<file path="src/sv/lcg_rr_pkg.sv">
`default_nettype none

package lcg_rr_pkg;

  // ansi c linear congruential constants
  localparam logic [31:0] LCG_MUL    = 32'd1103515245;
  localparam logic [31:0] LCG_ADD    = 32'd12345;
  localparam int          DRAW_SHIFT = 16;
  localparam int          RANGE_W    = 16;

  // commands from controller to datapath
  typedef struct packed {
    logic load_req;   // capture bounds, start state multiply
    logic add;        // finish state update
    logic setup;      // extract draw, span, error flag
    logic step;       // one restoring remainder step
    logic load_out;   // move result into output register
  } lcg_rr_cmd_t;

  // status from datapath to controller
  typedef struct packed {
    logic div_last;   // remainder step on the last draw bit
  } lcg_rr_sts_t;

endpackage

`default_nettype wire

</file>
<file path="src/sv/lcg_rr_ctrl.sv">
`default_nettype none

module lcg_rr_ctrl (
  input  wire logic                    clk,
  input  wire logic                    rst,
  input  wire logic                    in_valid,
  output logic                         in_ready,
  input  wire logic                    cfg_valid,
  output logic                         cfg_ready,
  output logic                         out_valid,
  input  wire logic                    out_ready,
  output lcg_rr_pkg::lcg_rr_cmd_t      cmd,
  input  wire lcg_rr_pkg::lcg_rr_sts_t sts
);
  import lcg_rr_pkg::*;

  typedef enum logic [2:0] {
    S_IDLE,
    S_ADD,
    S_SETUP,
    S_DIV,
    S_DONE
  } state_t;

  state_t state;
  logic   out_free;

  assign out_free  = !out_valid || out_ready;
  assign cfg_ready = (state == S_IDLE);
  assign in_ready  = (state == S_IDLE) && !cfg_valid;

  always_comb begin
    cmd          = '0;
    cmd.load_req = in_valid && in_ready;
    cmd.add      = (state == S_ADD);
    cmd.setup    = (state == S_SETUP);
    cmd.step     = (state == S_DIV);
    cmd.load_out = (state == S_DONE) && out_free;
  end

  always_ff @(posedge clk) begin
    if (rst) begin
      state     <= S_IDLE;
      out_valid <= 1'b0;
    end else begin
      if ((state == S_DONE) && out_free) begin
        out_valid <= 1'b1;
      end else if (out_ready) begin
        out_valid <= 1'b0;
      end
      unique case (state)
        S_IDLE: begin
          if (in_valid && in_ready) begin
            state <= S_ADD;
          end
        end
        S_ADD:   state <= S_SETUP;
        S_SETUP: state <= S_DIV;
        S_DIV: begin
          if (sts.div_last) begin
            state <= S_DONE;
          end
        end
        S_DONE: begin
          if (out_free) begin
            state <= S_IDLE;
          end
        end
        default: state <= S_IDLE;
      endcase
    end
  end

endmodule

`default_nettype wire

</file>
<file path="src/sv/lcg_rr_dp.sv">
`default_nettype none

module lcg_rr_dp #(
  parameter int OUT_BITS = 15
) (
  input  wire logic                    clk,
  input  wire logic                    rst,
  input  wire lcg_rr_pkg::lcg_rr_cmd_t cmd,
  output lcg_rr_pkg::lcg_rr_sts_t      sts,
  input  wire logic                    cfg_we,
  input  wire logic [31:0]             seed,
  input  wire logic [15:0]             range_low,
  input  wire logic [15:0]             range_high,
  output logic [15:0]                  value,
  output logic                         range_error
);
  import lcg_rr_pkg::*;

  localparam int IDX_W = (OUT_BITS > 1) ? $clog2(OUT_BITS) : 1;

  logic [31:0]          gen_state;
  logic [31:0]          prod;
  logic [RANGE_W-1:0]   lo;
  logic [RANGE_W-1:0]   hi;
  logic [OUT_BITS-1:0]  draw;
  logic [RANGE_W:0]     span;
  logic                 err;
  logic [RANGE_W-1:0]   rem;
  logic [IDX_W-1:0]     cnt;

  logic [RANGE_W:0]     rem_shift;
  logic [RANGE_W-1:0]   rem_next;

  // restoring remainder step, msb of the draw first
  assign rem_shift = {rem, draw[cnt]};
  assign rem_next  = (rem_shift >= span) ? RANGE_W'(rem_shift - span)
                                         : rem_shift[RANGE_W-1:0];

  assign sts.div_last = (cnt == '0);

  // generator state
  always_ff @(posedge clk) begin
    if (rst) begin
      gen_state <= '0;
    end else if (cfg_we) begin
      gen_state <= seed;
    end else if (cmd.add) begin
      gen_state <= prod + LCG_ADD;
    end
  end

  always_ff @(posedge clk) begin
    if (cmd.load_req) begin
      lo   <= range_low;
      hi   <= range_high;
      prod <= gen_state * LCG_MUL;
    end
    if (cmd.setup) begin
      draw <= gen_state[DRAW_SHIFT +: OUT_BITS];
      span <= {1'b0, hi} - {1'b0, lo} + (RANGE_W+1)'(1);
      err  <= (lo > hi);
      rem  <= '0;
      cnt  <= IDX_W'(OUT_BITS - 1);
    end
    if (cmd.step) begin
      rem <= rem_next;
      cnt <= cnt - IDX_W'(1);
    end
    if (cmd.load_out) begin
      value       <= err ? RANGE_W'(draw) : rem + lo;
      range_error <= err;
    end
  end

endmodule

`default_nettype wire

</file>
<file path="src/sv/lcg_ranged_random_top.sv">
// a taken request passes the state update, setup and remainder loop states; out_valid
//   rises when the hand-off state loads the result into the output register
// requests are taken one at a time; the remainder loop takes one draw bit per cycle
// the output register lets the next request in while a result waits
// reset: synchronous active-high rst clears the controller, the output valid
//   and the generator state to zero; a seed write reloads the state
`default_nettype none

module lcg_ranged_random_top #(
  parameter int OUT_BITS = 15   // width of the raw draw, 1 to 16
) (
  input  wire logic        clk,
  input  wire logic        rst,
  // seed register write
  input  wire logic        cfg_valid,
  output logic             cfg_ready,
  input  wire logic [31:0] seed,
  // request channel
  input  wire logic        in_valid,
  output logic             in_ready,
  input  wire logic [15:0] range_low,
  input  wire logic [15:0] range_high,
  // result channel
  output logic             out_valid,
  input  wire logic        out_ready,
  output logic [15:0]      value,
  output logic             range_error
);
  import lcg_rr_pkg::*;

  lcg_rr_cmd_t cmd;
  lcg_rr_sts_t sts;
  logic        cfg_we;

  // seed writes are only taken while idle, so they never race a request
  assign cfg_we = cfg_valid && cfg_ready;

  // sequencer: idle, state update, setup, remainder loop, hand-off
  lcg_rr_ctrl u_ctrl (
    .clk       (clk),
    .rst       (rst),
    .in_valid  (in_valid),
    .in_ready  (in_ready),
    .cfg_valid (cfg_valid),
    .cfg_ready (cfg_ready),
    .out_valid (out_valid),
    .out_ready (out_ready),
    .cmd       (cmd),
    .sts       (sts)
  );

  // generator state, multiplier, restoring remainder unit, output register
  lcg_rr_dp #(
    .OUT_BITS (OUT_BITS)
  ) u_dp (
    .clk         (clk),
    .rst         (rst),
    .cmd         (cmd),
    .sts         (sts),
    .cfg_we      (cfg_we),
    .seed        (seed),
    .range_low   (range_low),
    .range_high  (range_high),
    .value       (value),
    .range_error (range_error)
  );

endmodule

`default_nettype wire

</file>
<file path="config.mk">
export PLATFORM = sky130hd
export DESIGN_NAME = lcg_ranged_random_top
export DESIGN_NICKNAME = d
export VERILOG_FILES = /design/src/sv/lcg_rr_pkg.sv /design/src/sv/lcg_rr_ctrl.sv /design/src/sv/lcg_rr_dp.sv /design/src/sv/lcg_ranged_random_top.sv
export SDC_FILE = /design/constraint.sdc
export NUM_CORES = 1
export LEC_CHECK = 0
export ABC_AREA = 1
export BUFFER_PORTS_ARGS = -buffer_cell sky130_fd_sc_hd__buf_2
export CAP_MARGIN = 0
export CORE_AREA = 2 2 206 208
export CTS_BUF_LIST = sky130_fd_sc_hd__clkbuf_8 sky130_fd_sc_hd__clkbuf_16
export CTS_CLUSTER_SIZE = 24
export DETAILED_ROUTE_END_ITERATION = 7
export DIE_AREA = 0 0 208 210
export PLACE_DENSITY = 0.7
export SLEW_MARGIN = 5
export SYNTH_ARGS = -nofsm -noshare
export SYNTH_HDL_FRONTEND = slang
export SYNTH_SLANG_ARGS = --single-unit
</file>
<file path="constraint.sdc">
create_clock -name clk -period 5.5 [get_ports clk]
set_input_delay 0.55 -clock clk [delete_from_list [all_inputs] [get_ports clk]]
set_output_delay 0.55 -clock clk [all_outputs]
set_load 0.02 [all_outputs]
</file>
==> results of run 1 <==
-- flip-flops by register name (all words and copies together) (netlist names) --
register / count
u_dp.hi: 16
u_dp.rem: 16
u_dp.gen_state: 31
u_dp.span: 17
u_ctrl.state: 3
u_dp.cnt: 4
u_dp.range_error: 1
u_dp.value: 16
u_dp.prod: 31
u_dp.draw: 15
u_ctrl.out_valid: 1
u_dp.lo: 16
u_dp.err: 1
-- area by class of cell --
class / instances / area share, %
Clock buffer: 19 / 2.08
Timing Repair Buffer: 292 / 8.85
Clock inverter: 13 / 0.646
Inverter: 528 / 8.73
Multi-Input combinational cell: 1381 / 55.9
Sequential cell: 168 / 20.8
Tap cell: 539 / 2.95
-- per-stage QoR --
step / TNS (ns) / util, %
finish: -2.92 / 55.1
global route: -4.76 / 55.1
CTS: -2.14 / 53.7
detailed placement: -5.11 / 50.9
global placement: -3.88 / 50.9
floorplan: -0.319 / -
-- layout by cell type (no fill, tap or decap), drive strengths merged, types with 2 or more instances in the layout --
| cell type | instances |
|---|---|
| o21ai | 106 |
| nor3b | 2 |
| edfxtp | 133 |
| nand3 | 80 |
| nor2 | 93 |
| a21o | 7 |
| o221ai | 5 |
| buf | 292 |
| nand4 | 23 |
| nor3 | 26 |
| or2 | 4 |
| ha | 250 |
| o21bai | 11 |
| nand3b | 8 |
| xor2 | 53 |
| o31ai | 6 |
| a21oi | 137 |
| a31oi | 14 |
| a221oi | 3 |
| fa | 177 |
| a211oi | 4 |
| a21boi | 2 |
| nor4 | 5 |
| xnor2 | 28 |
| dfxtp | 35 |
| o211ai | 6 |
| clkinv | 6 |
| nand2 | 325 |
| inv | 534 |
| clkbuf | 19 |
-- final timing paths --
check,start,end
max,u_dp.gen_state[16]$_SDFFE_PP0P_,u_dp.prod[29]$_DFFE_PP_
min,range_low[15],u_dp.lo[15]$_DFFE_PP_
max reg2reg,u_dp.gen_state[16]$_SDFFE_PP0P_,u_dp.prod[29]$_DFFE_PP_
min reg2reg,u_dp.gen_state[29]$_SDFFE_PP0P_,u_dp.draw[13]$_DFFE_PP_
-- worst reg2reg max path, cell delays in order, from the launching register on --
cell      delay, ns
dfxtp_4        0.38
buf_6          0.13
ha_4           0.26
inv_2          0.04
fa_1           0.46
fa_1           0.50
inv_1          0.05
fa_1           0.50
inv_1          0.05
fa_1           0.49
inv_2          0.05
fa_1           0.46
fa_1           0.55
inv_2          0.05
fa_1           0.55
inv_2          0.06
ha_4           0.26
a21o_1         0.17
a21oi_1        0.12
nor2_1         0.07
a211oi_2       0.15
o211ai_1       0.13
xor2_1         0.15
-- what timing repair did --
action | CTS | global route
resized for setup | 100 | 107
cloned | 0 | 0
pin swaps | 41 | 64
endpoints found under the setup margin | 18 | 17
setup buffers | 11 | 17
-- cell families after synthesis --
family	count (synthesis)	share of synthesized area [%]
XOR/XNOR	81	3.84
AND/OR/NAND/NOR	568	14.0
buffers and inverters	551	11.4
flip-flops	168	25.4
AO/OA/AOI/OAI	305	9.21
adder cells (fa/ha/maj)	427	36.1
-- per-layer routing --
layer  GRT usage [%]  part of all wire [%]  vias up
met5               0                     0        -
met4            11.3                   4.6        0
met3            4.54                   5.8      119
met2            43.2                    48      501
met1            31.5                    41     7244
li1                -                     -     7295
-- Yosys cell counts (3+ instances only) --
master	count	area, um2
inv_1	516	1940
nand2_1	313	1170
ha_1	250	3130
fa_1	177	3540
a21oi_1	133	666
edfxtp_1	133	3990
nor2_1	85	319
nand3_1	79	395
o21ai_0	75	375
xor2_1	53	464
dfxtp_1	35	701
o21ai_1	29	145
xnor2_1	28	245
nand4_1	21	131
nor3_1	18	90.1
a31oi_1	14	87.6
buf_2	13	65.1
inv_2	10	37.5
o21bai_1	10	75.1
nand2_2	8	50.1
nand3b_1	8	60.1
a21o_1	7	52.6
nor3_2	6	60.1
o211ai_1	6	45.0
o31ai_1	6	45.0
clkbuf_1	5	18.8
o221ai_1	5	43.8
a211oi_1	4	30.0
a21oi_2	4	35.0
nand2_4	4	45.0
a221oi_1	3	26.3
buf_6	3	33.8
nor2_2	3	18.8
nor2_4	3	33.8
nor4_1	3	18.8
==> flow_metrics.env, run 1 <==
export IMPL_async_flop_share_pct=0
export IMPL_area_growth_syn_to_layout_pct=23.6
export IMPL_clkSinkCount=168
export IMPL_syn_num_nets=2596
export IMPL_rsz0062_at_grt="yes"
export IMPL_vias_per_cell=5.16
export IMPL_seq_area_frac_synth_pct=25.4
export IMPL_h_tree_depth=4
export IMPL_drtAntennaViolNets=0
export IMPL_dp_hpwl_um=45700
export IMPL_crit_arrival_ns=6.08
export IMPL_register_area_um2=4760
export IMPL_multi_input_area_um2=12800
export IMPL_grt_overflow=0
export IMPL_dieHeight_um=210
export IMPL_hold_slack_ns=0.256
export IMPL_start_util_pct=44.6
export IMPL_hold_path_class="input port to flip-flop"
export IMPL_ys_types=59
export IMPL_slowest_delay_ns=0.55
export IMPL_hold_viol=0
export IMPL_violations="negative setup slack"
export IMPL_r2r_setup_slack_ns=-0.37
export IMPL_setup_viol=11
export IMPL_pin_count=89
export IMPL_reg2reg_depth=22
export IMPL_netlist_area_um2=18500
export IMPL_avgRoutedWirePerCell_um=18.9
export IMPL_maxCapViolCount=0
export IMPL_firstDrtPassIters=5
export IMPL_die_w_um=208
export IMPL_drt_iter0_drc=1013
export IMPL_worst_skew_pair_late_latency_ns=0.47
export IMPL_finalMaxSlewViolations=0
export IMPL_min_period_over_period_pct=107
export IMPL_cp_common_cell="fa_1"
export IMPL_required_ns=5.71
export IMPL_cts_clk_slew_worst_paths_ns=0.08
export IMPL_antenna_cells=0
export IMPL_die_area_um2=43700
export IMPL_crit_buf_inv=7
export IMPL_grt_antenna_before_repair=0
export IMPL_placed_cell_area_um2=21100
export IMPL_synth_edf_count=133
export IMPL_endpoint_kind="flip-flop"
export IMPL_critical_path_top_delay_family="adder cells"
export IMPL_final_fill_count=3608
export IMPL_cp_start_kind="flip-flop"
export IMPL_crit_slowest_cell="fa_1"
export IMPL_drc=0
export IMPL_vias=15159
export IMPL_postLayoutCellArea_um2=22900
export IMPL_num_nets_final=2884
export IMPL_crit_chain="buf_6 > ha_4 > inv_2 > fa_1 > fa_1 > inv_1 > fa_1 > inv_1 > fa_1 > inv_2 > fa_1 > fa_1 > inv_2 > fa_1 > inv_2 > ha_4 > a21o_1 > a21oi_1 > nor2_1 > a211oi_2 > o211ai_1 > xor2_1"
export IMPL_gp_congestion=0.960
export IMPL_dp_cells=2883
export IMPL_clk_path_buf_depth=2
export IMPL_final_cell_count_no_fill=2940
export IMPL_finalWirelength_um=55500
export IMPL_grt_usage_pct=25.3
export IMPL_fin_skew_ns=0.0132
export IMPL_grt_first_pass_wirelength_um=84600
export IMPL_worst_path_stages=22
export IMPL_rows=75
export IMPL_netlist_instances=2100
export IMPL_grt_max_degree=65
export IMPL_core_um2=41500
export IMPL_worst_slew_pin_slew_ns=1.01
export IMPL_crit_type="flip-flop to flip-flop"
export IMPL_synth_ff_latch_count=168
export IMPL_hold_buffers=0
export IMPL_critPathMaxFanout=4
export IMPL_synth_flop_cell="edfxtp_1"
export IMPL_port_buffers=87
export IMPL_whs_path_depth=1
export IMPL_clockRootBuffer="clkbuf_16"
export IMPL_drive_gt1_share_pct=23.7
export IMPL_max_freq_mhz=170
export IMPL_avgSynthCellArea_um2=8.80
export IMPL_fin_ws_ns=-0.368
export IMPL_status="finished with violations"
export IMPL_slew_headroom_pct=32.5
export IMPL_cts_made_buffers=17
export IMPL_ys_warn_count=0
export IMPL_dp_slack_ns=-0.460
export IMPL_grt_pass1_vias=15525
export IMPL_period_minus_slack_ns=5.87
export IMPL_cts_tree="done"
Power of run 1 is not shown: default switching activity piles up to over one toggle a cycle in this logic, so the estimate is an artifact.
==> run 2, diff against run 1 <==
CORE_AREA = 2 2 175 245   (was 2 2 206 208)
DIE_AREA = 0 0 177 247   (was 0 0 208 210)
GPL_ROUTABILITY_DRIVEN = 0   (was default)
==> flow_metrics.env, run 2 (synthesized netlist as in run 1, its figures left out) <==
export IMPL_crit_arrival_ns=6.11
export IMPL_reg_largest_list="u_dp.gen_state: 31 flops, u_dp.prod: 31 flops, u_dp.span: 17 flops"
export IMPL_grt_first_pass_wirelength_um=85600
export IMPL_num_nets_final=2894
export IMPL_crit_slowest_cell="fa_1"
export IMPL_die_area_um2=43700
export IMPL_antenna_cells=0
export IMPL_grt_antenna_before_repair=1
export IMPL_dp_slack_ns=-0.524
export IMPL_final_cell_count_no_fill=2957
export IMPL_drc=0
export IMPL_slowest_delay_ns=0.59
export IMPL_drive_gt1_share_pct=25.0
export IMPL_grt_overflow=0
export IMPL_required_ns=5.71
export IMPL_die_w_um=177
export IMPL_vias=15941
export IMPL_h_tree_depth=4
export IMPL_clk_path_buf_depth=2
export IMPL_dieHeight_um=247
export IMPL_rsz0062_at_grt="yes"
export IMPL_endpoint_kind="flip-flop"
export IMPL_vias_per_cell=5.39
export IMPL_cts_made_buffers=17
export IMPL_finalWirelength_um=57800
export IMPL_fin_ws_ns=-0.402
export IMPL_min_period_over_period_pct=107
export IMPL_clockRootBuffer="clkbuf_16"
export IMPL_grt_pass1_vias=16651
export IMPL_cp_start_kind="flip-flop"
export IMPL_hold_viol=0
export IMPL_clkSinkCount=168
export IMPL_port_buffers=87
export IMPL_dp_hpwl_um=45500
export IMPL_drtAntennaViolNets=0
export IMPL_final_cell_mix="479 x inv_1, 292 x nand2_1, 199 x buf_4"
export IMPL_hold_buffers=0
export IMPL_drt_iter0_drc=1166
export IMPL_critical_path_top_delay_family="adder cells"
export IMPL_rows=89
export IMPL_layout_commonest_cell="inv_1"
export IMPL_crit_chain="ha_4 > inv_4 > fa_1 > fa_1 > inv_2 > fa_1 > inv_2 > fa_1 > inv_2 > fa_2 > fa_1 > inv_2 > fa_1 > inv_2 > ha_4 > a21o_1 > a21oi_2 > nor2_1 > a211oi_2 > o211ai_1 > xor2_1"
export IMPL_crit_type="flip-flop to flip-flop"
export IMPL_cts_clk_slew_worst_paths_ns=0.08
export IMPL_hold_path_class="input port to flip-flop"
export IMPL_final_core_util_pct=55.2
export IMPL_cts_tree="done"
export IMPL_pin_count=89
export IMPL_avgRoutedWirePerCell_um=19.5
export IMPL_dp_cells=2895
export IMPL_slew_headroom_pct=36.0
export IMPL_firstDrtPassIters=6
export IMPL_setup_viol=13
export IMPL_worst_skew_pair_late_latency_ns=0.47
export IMPL_status="finished with violations"
export IMPL_worst_slew_pin_slew_ns=0.957
export IMPL_core_um2=41800
export IMPL_violations="negative setup slack"
export IMPL_period_minus_slack_ns=5.90
export IMPL_grt_max_degree=65
export IMPL_area_growth_syn_to_layout_pct=24.6
export IMPL_maxCapViolCount=0
export IMPL_fin_skew_ns=0.0172
export IMPL_crit_buf_inv=6
export IMPL_grt_usage_pct=25.8
export IMPL_max_freq_mhz=169
export IMPL_start_util_pct=44.3
export IMPL_cp_common_cell="fa_1"
export IMPL_finalMaxSlewViolations=0
export IMPL_critPathMaxFanout=4
run 2: changes by cell type in the layout (fill, tap and decap cells not counted), sizes merged:
| cell | delta |
|---|---|
| buf | +10 |
| clkbuf | -2 |
| clkinv | -2 |
| inv | +2 |
| bufinv | +1 |
| clkinvlp | +1 |
run 2: area by class of cell:
| cell class | instances | area (um2) |
|---|---|---|
| Inverter | 528 | 2000 |
| Tap cell | 546 | 683 |
| Timing Repair Buffer | 302 | 2120 |
| Clock inverter | 15 | 144 |
| Multi-Input combinational cell | 1381 | 12900 |
| Clock buffer | 17 | 425 |
| Fill cell | 3504 | 18700 |
| Sequential cell | 168 | 4750 |
run 2: timing repair:
action,in CTS,in global routing
endpoints found under the hold margin,0,0
pin swaps,48,57
resized for setup,141,100
endpoints found under the setup margin,19,19
buffers inserted,15,16
run 2: routing by layer:
metal	track usage, %	wire length, um
met1	25.8	19500
met2	46.6	29100
met3	2.83	2890
met4	23.3	6280
met5	0	10
run 2: worst paths after layout:
check | startpoint | to | slack (ns) | cells after the start
worst max-delay path | u_dp.gen_state[16]$_SDFFE_PP0P_ | u_dp.prod[29]$_DFFE_PP_ | -0.40 | 21
worst min-delay path | range_high[13] | u_dp.hi[13]$_DFFE_PP_ | 0.26 | 1
worst max register to register | u_dp.gen_state[16]$_SDFFE_PP0P_ | u_dp.prod[29]$_DFFE_PP_ | -0.40 | 21
worst min register to register | u_dp.gen_state[1]$_SDFFE_PP0P_ | u_dp.prod[1]$_DFFE_PP_ | 0.51 | 0
run 2: stage by stage:
stage,setup TNS (ns),hold WS [ns],area (um2)
floorplan,-0.319,0.450,18800
global placement,-5.61,0.502,21200
detailed placement,-7.17,0.495,21200
CTS,-1.76,0.257,22500
global route,-5.33,0.255,23000
finish,-3.41,0.264,23000
Power of run 2 is left out for the same reason.
==> run 3, diff against run 2 <==
REMOVE_ABC_BUFFERS = 1   (was default)
==> flow_metrics.env, run 3 (synthesized netlist as in run 1, its figures left out) <==
export IMPL_period_minus_slack_ns=6.04
export IMPL_drive_gt1_share_pct=24.9
export IMPL_hold_viol=0
export IMPL_cp_common_cell="inv_2"
export IMPL_worst_skew_pair_late_latency_ns=0.46
export IMPL_worst_slew_pin_slew_ns=1.19
export IMPL_violations="negative setup slack"
export IMPL_drt_iter0_drc=1150
export IMPL_rsz0062_at_grt="yes"
export IMPL_final_fill_count=3450
export IMPL_slowest_delay_ns=0.56
export IMPL_finalMaxSlewViolations=0
export IMPL_dp_slack_ns=-0.741
export IMPL_cp_start_kind="flip-flop"
export IMPL_final_cell_mix="483 x inv_1, 291 x nand2_1, 195 x buf_4"
export IMPL_grt_max_degree=44
export IMPL_setup_viol=14
export IMPL_slew_headroom_pct=20.5
export IMPL_vias=15857
export IMPL_h_tree_depth=4
export IMPL_min_period_over_period_pct=110
export IMPL_avgRoutedWirePerCell_um=19.3
export IMPL_firstDrtPassIters=8
export IMPL_drtAntennaViolNets=0
export IMPL_num_nets_final=2893
export IMPL_finalWirelength_um=56900
export IMPL_dieHeight_um=247
export IMPL_max_freq_mhz=166
export IMPL_status="finished with violations"
export IMPL_crit_slowest_cell="fa_2"
export IMPL_die_area_um2=43700
export IMPL_hold_path_class="input port to flip-flop"
export IMPL_hold_buffers=0
export IMPL_fin_skew_ns=0.0139
export IMPL_critical_path_top_delay_family="adder cells"
export IMPL_core_um2=41800
export IMPL_crit_type="flip-flop to flip-flop"
export IMPL_start_util_pct=44.3
export IMPL_final_core_util_pct=55.0
export IMPL_clkSinkCount=168
export IMPL_vias_per_cell=5.36
export IMPL_rows=89
export IMPL_die_w_um=177
export IMPL_endpoint_kind="flip-flop"
export IMPL_grt_antenna_before_repair=0
export IMPL_antenna_cells=0
export IMPL_critPathMaxFanout=3
export IMPL_required_ns=5.70
export IMPL_port_buffers=87
export IMPL_reg_largest_list="u_dp.gen_state: 31 flops, u_dp.prod: 31 flops, u_dp.span: 17 flops"
export IMPL_clockRootBuffer="clkbuf_16"
export IMPL_crit_arrival_ns=6.24
export IMPL_grt_usage_pct=25.9
export IMPL_grt_first_pass_wirelength_um=86100
export IMPL_grt_overflow=0
export IMPL_pin_count=89
export IMPL_clk_path_buf_depth=2
export IMPL_drc=0
export IMPL_crit_buf_inv=9
export IMPL_layout_commonest_cell="inv_1"
export IMPL_fin_ws_ns=-0.537
export IMPL_grt_pass1_vias=16773
export IMPL_cts_tree="done"
export IMPL_area_growth_syn_to_layout_pct=24.2
export IMPL_cts_clk_slew_worst_paths_ns=0.08
export IMPL_maxCapViolCount=0
export IMPL_cts_made_buffers=17
export IMPL_dp_hpwl_um=44400
==> run 3: cell types whose count changed in the layout (fill, tap and decap cells not counted), sizes merged <==
cell,before,now
buf,302,301
bufinv,1,0
clkinv,4,6
clkinvlp,2,1
clkbuf,17,18
inv,536,535
==> run 3: routing by layer <==
| layer | up-vias | global-route usage [%] | routed length, um |
|---|---|---|---|
| met5 | - | 0 | 0 |
| met1 | 7583 | 26.1 | 19300 |
| met2 | 692 | 46.5 | 28800 |
| met4 | 0 | 22.6 | 6180 |
| met3 | 280 | 3.40 | 2670 |
| li1 | 7302 | - | - |
==> run 3: layout make-up <==
cell class	count	area (um2)	share of cell area, %
timing repair buffer	301	2130	9.28
tap	546	683	2.97
clock buffer	18	439	1.91
sequential	168	4750	20.7
inverter	528	1990	8.67
clock inverter	14	128	0.556
multi-input combinational	1381	12800	55.9
==> run 3: repair_timing <==
| item | CTS | global route |
|---|---|---|
| gates resized for setup | 173 | 97 |
| pin swaps | 76 | 68 |
| setup buffers | 14 | 11 |
| setup endpoints to repair | 19 | 17 |
==> run 3: worst reg2reg max path: stages (launching register included) <==
cell	delay, ns
dfxtp_4	0.37
buf_12	0.13
ha_4	0.23
xnor2_4	0.20
inv_2	0.08
ha_4	0.16
inv_2	0.05
nand2_2	0.06
fa_2	0.56
inv_2	0.04
fa_2	0.35
fa_1	0.55
inv_2	0.05
fa_1	0.49
fa_1	0.54
inv_2	0.04
fa_1	0.53
inv_2	0.06
ha_4	0.29
nand2_4	0.07
inv_6	0.07
buf_6	0.09
nand3_4	0.07
nor3_4	0.17
nand4_1	0.15
nand3_2	0.15
a21oi_2	0.08
xor2_1	0.14
==> run 3: path summary, 6_finish.rpt <==
check	startpoint	to	slack [ns]	cells after the start
setup reg to reg	u_dp.gen_state[7]$_SDFFE_PP0P_	u_dp.prod[28]$_DFFE_PP_	-0.54	27
setup / recovery	u_dp.gen_state[7]$_SDFFE_PP0P_	u_dp.prod[28]$_DFFE_PP_	-0.54	27
hold / removal	range_low[10]	u_dp.lo[10]$_DFFE_PP_	0.26	1
hold reg to reg	u_dp.draw[4]$_DFFE_PP_	u_dp.value[4]$_DFFE_PP_	0.58	2
==> run 3: stage by stage <==
| stage | TNS [ns] | instance area, um2 | hold slack, ns | instances |
|---|---|---|---|---|
| final | -4.74 | 23000 | 0.264 | 2956 |
| after global routing | -6.37 | 23000 | 0.259 | 2956 |
| after CTS | -2.41 | 22500 | 0.264 | 2945 |
| after detailed placement | -8.32 | 20900 | 0.557 | 2900 |
| after global placement | -7.58 | 20900 | 0.557 | 2900 |
| after floorplan | -3.31 | 18400 | 0.450 | 2077 |
Power of run 3 is left out for the same reason.
